==> src/sv/triangle_tangent_accumulator_unit_macros.svh <==
// ----------------------------------------------------------------------------
// Triangle tangent accumulator assertion macros
// Concurrent check wrappers, compiled out for synthesis.
// ----------------------------------------------------------------------------
`ifndef TRIANGLE_TANGENT_ACCUMULATOR_UNIT_MACROS_SVH
`define TRIANGLE_TANGENT_ACCUMULATOR_UNIT_MACROS_SVH

`ifndef SYNTHESIS
`define TTACC_ASSERT_SAME(lbl, ante, cons) \
   lbl: assert property (@(posedge clock) disable iff (reset) (ante) |-> (cons)) \
      else $error("ttacc check failed");
`define TTACC_ASSERT_NEXT(lbl, ante, cons) \
   lbl: assert property (@(posedge clock) disable iff (reset) (ante) |=> (cons)) \
      else $error("ttacc check failed");
`else
`define TTACC_ASSERT_SAME(lbl, ante, cons)
`define TTACC_ASSERT_NEXT(lbl, ante, cons)
`endif

`endif

==> src/sv/ttacc_pkg.sv <==
// ----------------------------------------------------------------------------
// Triangle tangent accumulator package
// Widths, codes and shared types of the tangent accumulator.
// ----------------------------------------------------------------------------
package ttacc_pkg;

   localparam int MAX_VERTICES = 64;
   localparam int IDX_W   = 6;
   localparam int FIELD_W = 16;
   localparam int DIFF_W  = FIELD_W + 1;
   localparam int MUL_W   = 25;
   localparam int PROD_W  = 2 * MUL_W;
   localparam int TERM_W  = 2 * DIFF_W + 1;
   localparam int MAG_W   = TERM_W - 1;
   localparam int ACC_W   = 24;
   localparam int Q_W     = 24;
   localparam int NUM_W   = 52;
   localparam int DEN_W   = MAG_W;
   localparam int SUM_W   = 48;
   localparam int RAD_W   = 62;
   localparam int ROOT_W  = RAD_W / 2;
   localparam int NVEC    = 6;
   localparam int WORD_W  = NVEC * ACC_W;

   localparam int DIV_SHIFT  = 16;
   localparam int SQRT_SHIFT = 14;
   localparam int UNIT_SHIFT = 21;

   localparam logic signed [ACC_W-1:0] ACC_MAX = {1'b0, {(ACC_W-1){1'b1}}};
   localparam logic signed [ACC_W-1:0] ACC_MIN = {1'b1, {(ACC_W-1){1'b0}}};
   localparam logic [Q_W-1:0] Q_HALF = {1'b1, {(Q_W-1){1'b0}}};
   localparam logic [FIELD_W-1:0] UNIT_Q14 = 16'd16384;

   localparam logic KIND_STATUS = 1'b0;
   localparam logic KIND_READ   = 1'b1;

   typedef enum logic [1:0] {
      OP_ADD   = 2'd0,
      OP_READ  = 2'd1,
      OP_CLEAR = 2'd2,
      OP_NOP   = 2'd3
   } opcode_type;

   typedef enum logic [3:0] {
      ST_IDLE, ST_TMUL1, ST_TMUL2, ST_TSUB, ST_TDIV, ST_ARD, ST_AWR, ST_TDONE,
      ST_RRD, ST_RLOAD, ST_NSQ, ST_NCHK, ST_NSQRT, ST_NDGO, ST_NDIV, ST_RDONE
   } state_type;

   typedef struct packed {
      logic           done;
      logic           ovf;
      logic [Q_W-1:0] q;
   } div_rsp_type;

   typedef struct packed {
      logic              done;
      logic [ROOT_W-1:0] root;
   } sqrt_rsp_type;

endpackage

==> src/sv/ttacc_sqrt.sv <==
// ----------------------------------------------------------------------------
// Tangent accumulator square root
// Digit-by-digit integer square root, one result bit per cycle.
// ----------------------------------------------------------------------------
module ttacc_sqrt (
   input  logic                           clock,
   input  logic                           reset,
   input  logic                           start,
   input  logic [ttacc_pkg::RAD_W-1:0]    radicand,
   output ttacc_pkg::sqrt_rsp_type        rsp
);
   localparam int BIG_W = ttacc_pkg::RAD_W + 1;
   localparam logic [BIG_W-1:0] BIT_TOP = BIG_W'(1) << (ttacc_pkg::RAD_W - 2);

   logic             run_ff;
   logic [BIG_W-1:0] n_ff;
   logic [BIG_W-1:0] res_ff;
   logic [BIG_W-1:0] bit_ff;
   logic [BIG_W-1:0] trial;

   assign trial = res_ff + bit_ff;

   always_ff @(posedge clock) begin
      if (reset) begin
         run_ff <= 1'b0;
      end else if (start) begin
         run_ff <= 1'b1;
      end else if (run_ff && bit_ff == '0) begin
         run_ff <= 1'b0;
      end
   end

   always_ff @(posedge clock) begin
      if (start) begin
         n_ff   <= BIG_W'(radicand);
         res_ff <= '0;
         bit_ff <= BIT_TOP;
      end else if (run_ff && bit_ff != '0) begin
         if (n_ff >= trial) begin
            n_ff   <= n_ff - trial;
            res_ff <= (res_ff >> 1) + bit_ff;
         end else begin
            res_ff <= res_ff >> 1;
         end
         bit_ff <= bit_ff >> 2;
      end
   end

   assign rsp.done = run_ff && (bit_ff == '0);
   assign rsp.root = res_ff[ttacc_pkg::ROOT_W-1:0];
endmodule
==> config.mk <==
export PLATFORM = sky130hd
export DESIGN_NAME = ttacc_sqrt
export DESIGN_NICKNAME = d
export VERILOG_FILES = /design/src/sv/triangle_tangent_accumulator_unit_macros.svh /design/src/sv/ttacc_pkg.sv /design/src/sv/ttacc_sqrt.sv
export SDC_FILE = /design/constraint.sdc
export NUM_CORES = 1
export LEC_CHECK = 0
export BUFFER_PORTS_ARGS = -buffer_cell sky130_fd_sc_hd__buf_2
export CAP_MARGIN = 30
export CORE_UTILIZATION = 60
export DETAILED_ROUTE_END_ITERATION = 6
export MAX_ROUTING_LAYER = met4
export PLACE_DENSITY = 0.76
export SETUP_SLACK_MARGIN = 0.05
export SYNTH_ARGS = -nofsm -noshare
export SYNTH_HDL_FRONTEND = slang
export SYNTH_SLANG_ARGS = --single-unit
==> constraint.sdc <==
create_clock -name clock -period 32.3 [get_ports clock]
set_clock_uncertainty 0.1 [all_clocks]
set_input_delay 1.615 -clock clock [delete_from_list [all_inputs] [get_ports clock]]
set_output_delay 1.615 -clock clock [all_outputs]
set_load 0.01 [all_outputs]
### After elaboration in Yosys (flattened, before gate mapping)

Index checks and enable logic that the tools add are counted.

| operators by class | value |
|---|---|
| $lt $le $gt $ge | 1 |
| $add $sub $neg | 3 |
| reductions and logical operators | 9 |
| muxes and demuxes | 6 |

Operators by type and width:

| operator | number |
|---|---|
| 62-bit 2-to-1 mux | 3 |
| 62-bit by 61-bit adder with 63-bit output | 1 |
| 63-bit by 61-bit adder with 63-bit output | 1 |
| 63-bit greater-or-equal comparator | 1 |
| 63-bit logical NOT | 1 |
| 63-bit 2-to-1 mux | 1 |
| 63-bit nonzero test | 1 |
| 63-bit subtractor | 1 |
| 2-bit nonzero test | 3 |
| 2-bit AND reduction | 2 |
| 1-bit logical AND | 2 |
| 1-bit 2-to-1 mux | 2 |

| word-level totals | value |
|---|---|
| logic and storage cells | 24 |
| register bits | 158 |
| output and inout port bits | 32 |
| input bits | 65 |

### Logic depth before layout (Yosys ltp)

| depth | value |
|---|---|
| word-level depth | 5 |
| mapped depth | 26 |
| mapped depth without buffers | 22 |

### Worst setup path before layout

OpenSTA, ideal clock, no wires.

| timing path | value |
|---|---|
| path type | reg2reg |
| start | register res_ff[4] |
| end | register n_ff[0], enable pin |
| clock period less this slack | 10129 ps |
| required time | 31632 ps |
| stages on the path, launching flop included | 25 |
| buffers on the path | 4 |
| setup time | 568 ps |
| slack | 22171 ps |
| data arrival time | 9461 ps |
| cells stage by stage | dfxtp_1 > ha_1 > a211oi_1 > o21ba_2 > o31a_1 > o21ai_1 > a21oi_1 > a21o_1 > o311ai_0 > a31oi_1 > o21bai_1 > xnor2_1 > ha_1 > clkbuf_1 > nand3_1 > nor4_1 > nand3_1 > o41ai_1 > a21oi_1 > inv_1 > o31ai_2 > buf_6 > clkbuf_1 > buf_2 > o21ai_0 |

| between the ends | value |
|---|---|
| longest elaborated chain between the ends | 4 |

RTL lines:

| element | RTL line | source |
|---|---|---|
| from (decl) | ttacc_sqrt.sv:17 | `logic [BIG_W-1:0] res_ff;` |
| from (signal assigned) | ttacc_sqrt.sv:41 | `res_ff <= (res_ff >> 1) + bit_ff;` |
| from (signal assigned) | ttacc_sqrt.sv:43 | `res_ff <= res_ff >> 1;` |
| 63-bit by 61-bit adder with 63-bit output | ttacc_sqrt.sv:21 | `assign trial = res_ff + bit_ff;` |
| 63-bit greater-or-equal comparator | ttacc_sqrt.sv:39 | `if (n_ff >= trial) begin` |
| 2-bit nonzero test (no line) | -- |  |
| 2-bit AND reduction (no line) | -- |  |
| to (signal assigned) | ttacc_sqrt.sv:35 | `n_ff <= BIG_W'(radicand);` |
| to (signal assigned) | ttacc_sqrt.sv:40 | `n_ff <= n_ff - trial;` |
| to (decl) | ttacc_sqrt.sv:16 | `logic [BIG_W-1:0] n_ff;` |

Every way passes these cells.
A chain may end at the register's enable or synchronous reset.

### Worst setup path in the final report

| timing path | value |
|---|---|
| start | register res_ff[2] |
| end | register n_ff[26], enable pin |

The elaborated chain is that of the path after synthesis.

==> results.ini <==
[status]
outcome=finished, final reports clean

[logic_synthesis]
ys_types=81
async_flop_share_pct=0
synth_area_um2=14900
synth-seq-cells=158
synth.most_common_cell=nand2_1
synth_area_leaders=dfxtp_1 (13%), edfxtp_1 (13%), ha_1 (11%)
synth_ff_type=dfxtp_1
avgSynthCellArea_um2=7.74
synth_nets=2116
seq_area_frac_synth_pct=25.4
synthTopCellsByCount=nand2_1 (262), o21ai_0 (154), a21oi_1 (152)
synth_edf_count=62
yosysWarnings=0
synth_top_area_share_pct=12.9
yosysTopAreaCell=dfxtp_1
syn_inst=1923

[drt]
routed_wl_um=44000
drtAntennaViolNets=0
first_iter_violations=1615
drc=0
first_pass_iters=6
wl_per_cell_um=19.5
vias=14685
drt-vias-per-instance=6.52

[global_route]
grt.overflow.total=0
track_usage_pct=35.5
grt_max_degree=85
first_global_vias=13677
antenna_found_initial=0
grt_pass1_wl_um=70700

[pwr]
ir_worst_vdd_mv=0.0730
power_mw=1.40
power_density_nw_per_um2=88.0
p_leak_nw=5.96

[clocking]
clk_pin_slew_worst_paths_ns=0.07
cts-hold-fix-buffers=0
root_buffer=clkbuf_16
ctsLongestPathBuffers=2
cts_tree=built
cts_resized=0
postCtsSetupRepairBufs=0
insertion_delay_ns=0.44
numCtsBuffers=17
cts_sinks=158
cts_htree_levels=4

[sta]
setup-tns-final_ns=0
fin_crit_sh_pct=22.9
setup_viol=0
rsz0062_at_grt=false
final-max-slew-violation-count=0
fin_ws_ns=24.90
fmax_mhz=135
slew_headroom_pct=29.5
hold_viol=0
post-route-min-period_ns=7.40
tightest_slew_ns=1.05

[finish]
nets=2109
fillers=2126
area_delta_synth_final_pct=6.72
diodes=0
drive_above_1_share_pct=9.80

[worst_setup_path]
slowest_delay_ns=0.64
worstPathArrival_ns=7.37
required_ns=32.27
cp_max_fo=43
cp_top_family=compound AO/OA/AOI/OAI gates
crit_buf_inv=3
path_cells=ha_1 > nand3_1 > a2111oi_2 > o21ai_1 > o41ai_1 > buf_4 > o21bai_1 > or4_1 > a21boi_0 > xnor2_1 > ha_1 > nand2_1 > nor4_1 > and3_1 > nand3_1 > o41ai_1 > a21oi_1 > inv_1 > o31ai_4 > o21ai_4 > buf_4
cp-start-kind=flip-flop
crit_slowest_cell=o21ai_4
end_kind=flip-flop
critical_path_class=reg -> reg

[place]
pre_cts_ws_ns=25.01
routabilityCongestion=0.947
portBuffers=96
dpl.hpwl_um=33000

[floorplanning]
dieHeight_um=159
initial_core_util_pct=61.2
coreArea_um2=24300
die-area_um2=25400
row_count=57
io_pins=97
die_w_um=159

[hold_path]
hold_path_class=reg -> reg

[flow_run]
drv_cap=0

## layout make-up
| class | count | area (um2) | share of cell area [%] |
|---|---|---|---|
| Timing Repair Buffer | 109 | 584 | 3.68 |
| Tap cell | 324 | 405 | 2.55 |
| Clock buffer | 24 | 515 | 3.25 |
| Clock inverter | 8 | 100 | 0.630 |
| Inverter | 48 | 180 | 1.13 |
| Multi-Input combinational cell | 1582 | 10300 | 64.9 |
| Sequential cell | 158 | 3780 | 23.8 |
## state kept, by name, summed over array words and instances (netlist names)
| register | flops |
|---|---|
| res_ff | 63 |
| n_ff | 63 |
| bit_ff | 31 |
| run_ff | 1 |
## layer usage
layer | track usage (%) | share of wire [%] | up-vias
li1 | - | - | 7140
met1 | 46.9 | 44 | 6873
met4 | 10.2 | 2.0 | 0
met5 | - | 0 | -
met2 | 56.9 | 47 | 603
met3 | 4.51 | 7.3 | 69
## kinds of logic (layout without fill, tap and decap cells)
group | count (synthesis) | in the layout | synth area share [%]
flip-flops | 158 | 158 | 25.4
adder cells (fa/ha/maj) | 128 | 128 | 10.8
AND/OR/NAND/NOR | 652 | 652 | 20.1
multiplexers | 29 | 29 | 2.07
buffers and inverters | 183 | 189 | 5.64
XOR/XNOR | 126 | 126 | 7.42
AO/OA/AOI/OAI | 647 | 647 | 28.5
## worst register-to-register path, cell delays in order, from the launching register on
cell and delay, ns:
dfxtp_1 0.37, ha_1 0.37, nand3_1 0.17, a2111oi_2 0.48, o21ai_1 0.25, o41ai_1 0.39
buf_4 0.19, o21bai_1 0.10, or4_1 0.45, a21boi_0 0.24, xnor2_1 0.11, ha_1 0.42
nand2_1 0.19, nor4_1 0.55, and3_1 0.23, nand3_1 0.07, o41ai_1 0.39, a21oi_1 0.28
inv_1 0.24, o31ai_4 0.12, o21ai_4 0.64, buf_4 0.63
## cells in the final DEF (no fill, tap or decap), types with 10 or more instances in the layout
cell type  instances
xnor2_1           59
edfxtp_1          62
inv_1             47
o21ai_0          152
a221oi_1          14
a31oi_1           52
buf_2             95
clkbuf_16         20
nand2_1          262
a211oi_1          23
nor3_1            29
dfxtp_1           96
and2_1            16
mux2_2            13
or3_1             32
a21oi_1          152
xor2_1            67
buf_4             13
nor2_1           147
o211ai_1          11
and3_1            14
o21a_1            11
nand4_1           46
nor4_1            20
a21o_1            39
nand3_1           43
o31ai_1           18
a311oi_1          35
nand2b_1          14
o21bai_1          40
mux2i_1           15
ha_1             127
a31o_2            15
o21ai_1           10
## power by group
| part | internal (mW) | leakage [nW] | switching (mW) |
|---|---|---|---|
| combinational | 0.316 | 4.25 | 0.538 |
| clock | 0.128 | 0.305 | 0.0884 |
| sequential | 0.280 | 1.40 | 0.0474 |
## final timing paths
kind,slack (ns),start,cells past startpoint,endpoint
hold / removal,0.42,bit_ff[8],2,bit_ff[6]
setup reg to reg,24.90,res_ff[2],21,n_ff[26]
hold reg to reg,0.42,bit_ff[8],2,bit_ff[6]
setup / recovery,24.90,res_ff[2],21,n_ff[26]
## metrics by stage
stage | utilization, % | instances | hold WS (ns) | area [um2]
after floorplan | - | 1923 | 0.358 | 14900
after global placement | 62.8 | 2221 | 0.395 | 15300
after detailed placement | 62.8 | 2221 | 0.411 | 15300
after CTS | 65.3 | 2253 | 0.417 | 15900
after global routing | 65.3 | 2253 | 0.434 | 15900
final | 65.3 | 2253 | 0.419 | 15900
(Power assumes the default switching activity.)
