==> config.mk <==
export PLATFORM = sky130hd
export DESIGN_NAME = ttacc_divider
export DESIGN_NICKNAME = d
export VERILOG_FILES = /design/src/sv/triangle_tangent_accumulator_unit_macros.svh /design/src/sv/ttacc_pkg.sv /design/src/sv/ttacc_divider.sv
export SDC_FILE = /design/constraint.sdc
export NUM_CORES = 1
export LEC_CHECK = 0
export BUFFER_PORTS_ARGS = -buffer_cell sky130_fd_sc_hd__buf_2
export CELL_PAD_IN_SITES_DETAIL_PLACEMENT = 0
export CELL_PAD_IN_SITES_GLOBAL_PLACEMENT = 1
export CORE_MARGIN = 3
export CORE_UTILIZATION = 40
export CTS_CLUSTER_DIAMETER = 200
export DETAILED_ROUTE_END_ITERATION = 16
export PLACE_DENSITY_LB_ADDON = 0.1
export SLEW_MARGIN = 20
export SYNTH_ARGS = -nofsm -noshare
export SYNTH_HDL_FRONTEND = slang
export SYNTH_SLANG_ARGS = --single-unit
==> constraint.sdc <==
create_clock -name clock -period 3.1 [get_ports clock]
set_clock_uncertainty 0.2 [all_clocks]
set_input_delay 0.465 -clock clock [delete_from_list [all_inputs] [get_ports clock]]
set_output_delay 0.465 -clock clock [all_outputs]
set_load 0.1 [all_outputs]
==> src/sv/triangle_tangent_accumulator_unit_macros.svh <==
// ----------------------------------------------------------------------------
// Triangle tangent accumulator assertion macros
// Concurrent check wrappers, compiled out for synthesis.
// ----------------------------------------------------------------------------
`ifndef TRIANGLE_TANGENT_ACCUMULATOR_UNIT_MACROS_SVH
`define TRIANGLE_TANGENT_ACCUMULATOR_UNIT_MACROS_SVH

`ifndef SYNTHESIS
`define TTACC_ASSERT_SAME(lbl, ante, cons) \
   lbl: assert property (@(posedge clock) disable iff (reset) (ante) |-> (cons)) \
      else $error("ttacc check failed");
`define TTACC_ASSERT_NEXT(lbl, ante, cons) \
   lbl: assert property (@(posedge clock) disable iff (reset) (ante) |=> (cons)) \
      else $error("ttacc check failed");
`else
`define TTACC_ASSERT_SAME(lbl, ante, cons)
`define TTACC_ASSERT_NEXT(lbl, ante, cons)
`endif

`endif

==> src/sv/ttacc_pkg.sv <==
// ----------------------------------------------------------------------------
// Triangle tangent accumulator package
// Widths, codes and shared types of the tangent accumulator.
// ----------------------------------------------------------------------------
package ttacc_pkg;

   localparam int MAX_VERTICES = 64;
   localparam int IDX_W   = 6;
   localparam int FIELD_W = 16;
   localparam int DIFF_W  = FIELD_W + 1;
   localparam int MUL_W   = 25;
   localparam int PROD_W  = 2 * MUL_W;
   localparam int TERM_W  = 2 * DIFF_W + 1;
   localparam int MAG_W   = TERM_W - 1;
   localparam int ACC_W   = 24;
   localparam int Q_W     = 24;
   localparam int NUM_W   = 52;
   localparam int DEN_W   = MAG_W;
   localparam int SUM_W   = 48;
   localparam int RAD_W   = 62;
   localparam int ROOT_W  = RAD_W / 2;
   localparam int NVEC    = 6;
   localparam int WORD_W  = NVEC * ACC_W;

   localparam int DIV_SHIFT  = 16;
   localparam int SQRT_SHIFT = 14;
   localparam int UNIT_SHIFT = 21;

   localparam logic signed [ACC_W-1:0] ACC_MAX = {1'b0, {(ACC_W-1){1'b1}}};
   localparam logic signed [ACC_W-1:0] ACC_MIN = {1'b1, {(ACC_W-1){1'b0}}};
   localparam logic [Q_W-1:0] Q_HALF = {1'b1, {(Q_W-1){1'b0}}};
   localparam logic [FIELD_W-1:0] UNIT_Q14 = 16'd16384;

   localparam logic KIND_STATUS = 1'b0;
   localparam logic KIND_READ   = 1'b1;

   typedef enum logic [1:0] {
      OP_ADD   = 2'd0,
      OP_READ  = 2'd1,
      OP_CLEAR = 2'd2,
      OP_NOP   = 2'd3
   } opcode_type;

   typedef enum logic [3:0] {
      ST_IDLE, ST_TMUL1, ST_TMUL2, ST_TSUB, ST_TDIV, ST_ARD, ST_AWR, ST_TDONE,
      ST_RRD, ST_RLOAD, ST_NSQ, ST_NCHK, ST_NSQRT, ST_NDGO, ST_NDIV, ST_RDONE
   } state_type;

   typedef struct packed {
      logic           done;
      logic           ovf;
      logic [Q_W-1:0] q;
   } div_rsp_type;

   typedef struct packed {
      logic              done;
      logic [ROOT_W-1:0] root;
   } sqrt_rsp_type;

endpackage

==> src/sv/ttacc_divider.sv <==
// ----------------------------------------------------------------------------
// Tangent accumulator divider
// Restoring divider, one quotient bit per cycle, with early overflow flag.
// ----------------------------------------------------------------------------
module ttacc_divider (
   input  logic                             clock,
   input  logic                             reset,
   input  logic                             start,
   input  logic [ttacc_pkg::NUM_W-1:0]      num,
   input  logic [ttacc_pkg::DEN_W-1:0]      den,
   output ttacc_pkg::div_rsp_type           rsp
);
   localparam int CNT_W = $clog2(ttacc_pkg::Q_W + 1);
   localparam int SH_W  = ttacc_pkg::DEN_W + ttacc_pkg::Q_W;

   logic                          run_ff;
   logic [CNT_W-1:0]              cnt_ff;
   logic                          ovf_ff;
   logic [ttacc_pkg::DEN_W-1:0]   rem_ff;
   logic [ttacc_pkg::DEN_W-1:0]   den_ff;
   logic [ttacc_pkg::Q_W-1:0]     quot_ff;
   logic                          ovf_in;
   logic [ttacc_pkg::DEN_W:0]     trial;
   logic [ttacc_pkg::DEN_W:0]     trial_sub;
   logic                          fits;

   assign ovf_in    = SH_W'(num) >= {den, {ttacc_pkg::Q_W{1'b0}}};
   assign trial     = {rem_ff, quot_ff[ttacc_pkg::Q_W-1]};
   assign fits      = trial >= {1'b0, den_ff};
   assign trial_sub = trial - {1'b0, den_ff};

   always_ff @(posedge clock) begin
      if (reset) begin
         run_ff <= 1'b0;
         cnt_ff <= '0;
      end else if (start) begin
         run_ff <= 1'b1;
         cnt_ff <= ovf_in ? '0 : CNT_W'(ttacc_pkg::Q_W);
      end else if (run_ff) begin
         if (cnt_ff == '0) begin
            run_ff <= 1'b0;
         end else begin
            cnt_ff <= cnt_ff - CNT_W'(1);
         end
      end
   end

   always_ff @(posedge clock) begin
      if (start) begin
         den_ff  <= den;
         ovf_ff  <= ovf_in;
         rem_ff  <= ttacc_pkg::DEN_W'(num[ttacc_pkg::NUM_W-1:ttacc_pkg::Q_W]);
         quot_ff <= num[ttacc_pkg::Q_W-1:0];
      end else if (run_ff && cnt_ff != '0) begin
         rem_ff  <= fits ? trial_sub[ttacc_pkg::DEN_W-1:0] : trial[ttacc_pkg::DEN_W-1:0];
         quot_ff <= {quot_ff[ttacc_pkg::Q_W-2:0], fits};
      end
   end

   assign rsp.done = run_ff && (cnt_ff == '0);
   assign rsp.ovf  = ovf_ff;
   assign rsp.q    = quot_ff;
endmodule

Yosys cells after proc, flatten, opt, wreduce, memory -nomap -nowiden

Cells that the tools add are included.

Register bits after elaboration: 99
Input bits: 89
Output and inout bits: 26
Logic and storage cells: 31

Add/sub/neg operators: 2
Magnitude comparators: 2
Equal/unequal tests: 1
Muxes and demuxes: 12
Reductions and logical operators: 7

Operators with widths:

| kind                                             | count |
|---|---|
| >= comparator 52 x 58 -> 1 bit                   | 1 |
| two-way mux 28 bit                               | 2 |
| two-way mux 24 bit                               | 2 |
| >= comparator 35 x 34 -> 1 bit                   | 1 |
| two-way mux 34 bit                               | 1 |
| subtractor 34 bit                                | 1 |
| two-way mux 5 bit                                | 4 |
| logical NOT 5 bit                                | 1 |
| nonzero test 5 bit                               | 1 |
| subtractor 5 x 1 -> 5 bit, second input constant | 1 |
| nonzero test 2 bit                               | 2 |
| two-way mux 1 bit                                | 3 |
| logical AND 1 bit                                | 2 |
| inequality test 2 bit, second input constant     | 1 |
| AND reduction 2 bit                              | 1 |

Depth between registers and ports, before layout

Depth in word-level cells: 4
Mapped depth: 15
Mapped depth without buffers: 11

Worst setup path after synthesis

Ideal clock, no wire load.

Path kind: flip-flop to flip-flop
Start point: register quot_ff[23] in the netlist's numbering
End point: register rem_ff[32] in the netlist's numbering
Setup time: 0.119 ns
Arrival time: 3.420 ns
Data required time: 2.781 ns
Path slack: -0.639 ns
Cell stages (with the launch flop): 12
Path buffers: 0
Clock period less this slack: 3.739 ns
Cells stage by stage: edfxtp_1 inv_1 ha_1 fa_1 nor2b_1 o31a_1 o311a_1 o211ai_1 a2111oi_0 o41ai_1 mux2i_1 o221a_2

Longest elaborated chain between the ends: 2
Elaborated cells between the ends (all ways): 3
Those cells by class: 1 x add/sub; 1 x order compare; 1 x mux

Ends and longest elaborated chain:

| item                                                                | line                                     | RTL |
|---|---|---|
| start, declared                                                     | ttacc_divider.sv:21                      | `logic [ttacc_pkg::Q_W-1:0] quot_ff;` |
| start signal, assigned                                              | ttacc_divider.sv:53                      | `quot_ff <= num[ttacc_pkg::Q_W-1:0];` |
| start signal, assigned                                              | ttacc_divider.sv:56                      | `quot_ff <= {quot_ff[ttacc_pkg::Q_W-2:0], fits};` |
| subtractor 34 bit or >= comparator 35 x 34 -> 1 bit (tied branches) | ttacc_divider.sv:30, ttacc_divider.sv:29 |  |
| two-way mux 34 bit (*)                                              | ttacc_divider.sv:55                      | `rem_ff <= fits ? trial_sub[ttacc_pkg::DEN_W-1:0] : trial[ttacc_pkg::DEN_W-1:0];` |
| end signal, assigned                                                | ttacc_divider.sv:52                      | `rem_ff <= ttacc_pkg::DEN_W'(num[ttacc_pkg::NUM_W-1:ttacc_pkg::Q_W]);` |
| end signal, assigned                                                | ttacc_divider.sv:55                      |  |
| end, declared                                                       | ttacc_divider.sv:19                      | `logic [ttacc_pkg::DEN_W-1:0] rem_ff;` |

Mark *: on every way between the ends. The rest lies on a longest branch, timed or not.
A chain may end at the register's enable or synchronous reset.

Final worst setup path

Start point: register rem_ff[3] in the netlist's numbering
End point: register rem_ff[16] in the netlist's numbering, data pin

Longest elaborated chain between the ends: 4
Elaborated cells between the ends (all ways): 5
Those cells by class: 1 x add/sub; 1 x order compare; 3 x mux

Ends and longest elaborated chain:

| item                                                                | line                                     | RTL |
|---|---|---|
| subtractor 34 bit or >= comparator 35 x 34 -> 1 bit (tied branches) | ttacc_divider.sv:30, ttacc_divider.sv:29 |  |
| two-way mux 34 bit (*)                                              | ttacc_divider.sv:55                      |  |
| two-way mux 28 bit (*)                                              | ttacc_divider.sv:54                      | `end else if (run_ff && cnt_ff != '0) begin` |
| two-way mux 28 bit (*)                                              | ttacc_divider.sv:49                      | `if (start) begin` |

Mark *: on every way between the ends. The rest lies on a longest branch, timed or not. The select of a mux whose other input is x is not followed.

==> metrics.csv <==
metric;value;unit
outcome;finished, violations left;
failed_checks;negative setup slack;
grt_pass1_wl;29800;um
htree_levels;3;
maxCapViolCount;0;
crit_required;3000;ps
portBuffers;114;
powerDensity;541;mW/mm2
worstMarginPinSlew;652;ps
pwr-share-seq;35.9;%
syn_nets;860;
fp.dieH;137;um
grtUsageTotal;20.2;%
clk_pin_slew;80;ps
synth_top_area_share;38.3;%
postSynthAreaPerCell;9.65;um2
post-place-ws;-234;ps
vias;5880;
drc;0;
vdd_drop_max;0.301;mV
yosysSeqAreaShare;41.9;%
arrival;3040;ps
swShare;37.7;%
hpwl;14600;um
p_sw;0.00178;W
fmax;319;MHz
max-slew-margin-rel;56.5;%
crit_top_cell;and2_4;
cts_hold_buf;0;
cts_root_buf;clkbuf_16;
worst_path_largest_cell_delay;450;ps
final_nets;1035;
routed_via_density;5.32;
hp-class;primary input to flip-flop;
clk_latency;360;ps
combPwrFrac;40.2;%
min_period_over_period;101;%
critPathKind;flip-flop to flip-flop;
grt_overflow_total;0;
synth_cell_type_count;64;
clockBufferDepth;2;
endpoint_kind;flip-flop;
dp.cells;1075;
critPathLaunchType;flip-flop;
ant_nets;0;
holdWs;93.9;ps
power.internal;0.00294;W
power.leakage;3.91;nW
die_area;0.0186;mm2
synth-edff-count;87;
async_flop_share;0;%
drt_first_pass_iters;5;
insertedDiodeCount;0;
drt_iter0_drc;276;
worst-path-max-fanout;6;
antenna_found_initial;0;
finalSetupTns;-33.4;ps
setup_viol;1;
cts_made_buffers;9;
dieWidth;137;um
slew_violations;0;
hold_viol;0;
fin_crit;3130;ps
grt_pass1_vias;6070;
yosysTopAreaCell;edfxtp_1;
syn_inst;706;
pin_count;115;
syn_area;0.00681;mm2
synth_top_flop_cell;edfxtp_1;
final_cells;1106;
path_cells;ha_4 > and2_4 > or4_4 > o211ai_4 > a31oi_4 > or3_4 > and2_4 > and3_1 > o32a_1;
power.clock.fraction;24.0;%
start_util;40.9;%
yosysWarnings;0;
rsz0062_at_grt;true;
clock-sinks;99;
grt_max_degree;47;
gp_congestion;0.906;
ys_top_cells_by_area;edfxtp_1 38%, ha_1 12%, mux2_2 4.5%;
area_growth_syn_to_layout;27.9;%
finalWirelength;19000;um
post-route-util;52.3;%
yosysMostFrequentCell;edfxtp_1;
wl_per_cell;17.2;um
rows;47;
drive_above_1_share;31.7;%
coreArea;0.0166;mm2
ys_ff_latch;99;
slowest_stage;or4_4;
cts_tree;built;
setup_ws;-33.4;ps
synthTopCellsByCount;87 x edfxtp_1, 76 x inv_1, 74 x nand2_1, 64 x ha_1;
## through the flow
stage                     power [W]  instance area (um2)
final                       0.00471                 8710
after global routing        0.00498                 8710
after CTS                   0.00463                 8440
after detailed placement    0.00345                 8060
after global placement      0.00344                 8060
after floorplan             0.00293                 6880
## final cells by class
cell class	instances	area (um2)
Clock buffer	10	229
Clock inverter	6	60.1
Fill cell	1566	7930
Inverter	77	289
Multi-Input combinational cell	505	3810
Sequential cell	99	2850
Tap cell	220	275
Timing Repair Buffer	189	1190
## per-layer routing
layer / vias up / GRT usage, % / wire [um]
met3: 20 / 3.64 / 813
met2: 135 / 33.7 / 9180
met1: 2793 / 27.3 / 8750
met5: - / 0 / 0
li1: 2932 / - / -
met4: 0 / 5.10 / 282
## what timing repair did
item / CTS / global route
buffers inserted: 6 / 8
pin swaps: 9 / 13
setup endpoints to repair: 28 / 35
gates cloned: 0 / 1
resized for setup: 7 / 38
## path summary, 6_finish.rpt
check	from	endpoint	slack (ps)	cells after the start
max	rem_ff[3]$_DFFE_PP_	rem_ff[16]$_DFFE_PP_	-30	9
min	den[22]	den_ff[22]$_DFFE_PP_	90	1
max reg2reg	rem_ff[3]$_DFFE_PP_	rem_ff[16]$_DFFE_PP_	-30	9
min reg2reg	rem_ff[30]$_SDFFE_PP0P_	rem_ff[31]$_SDFFE_PP0P_	300	2
## logic make-up (layout without fill, tap and decap cells)
family	count (synthesis)	count (layout)	synth area share (%)
xor+xnor	25	25	3.21
buf+inv	102	282	6.13
flops	99	99	41.9
mux	32	32	5.20
simple gates	212	212	15.1
compound gates	171	171	16.5
fa+ha+maj	65	65	12.0
## sequential cells by signal, summed over array words and instances (netlist names)
name	count
run_ff	1
cnt_ff	5
den_ff	34
rem_ff	34
quot_ff	24
ovf_ff	1
## worst max-delay path, delay by kind of cell (launching register included)
family	cells	cell delay [ps]
AO/OA/AOI/OAI	3	620
flip-flops	1	430
adder cells (fa/ha/maj)	1	270
AND/OR/NAND/NOR	5	1360
## power groups by stage
stage / sequential (W) / combinational [W] / clock, W
5_1_grt: 0.00171 / 0.00206 / 0.00121
2_1_floorplan: 0.00196 / 0.000970 / 0
3_3_place_gp: 0.00172 / 0.00172 / 0
4_1_cts: 0.00169 / 0.00178 / 0.00116
3_5_place_dp: 0.00172 / 0.00174 / 0
6_report: 0.00169 / 0.00189 / 0.00113
## cell usage in the layout, fill, tap and decap left out, drive strengths merged, types with 6 or more instances in the layout
cell type and n:
a21o 20, and3 8, nor3 16, and2 7, o21ai 32, a2bb2oi 6
dfxtp 12, o21bai 6, clkbuf 11, a211oi 6, mux2 27, inv 79
nand2b 7, a31oi 24, nor2 41, buf 188, xor2 9, nand3 15
edfxtp 87, nor4 7, xnor2 16, nand2 74, nand4 11, a21oi 41
ha 64, o21a 6, or3 6
(Power assumes the default switching activity.)
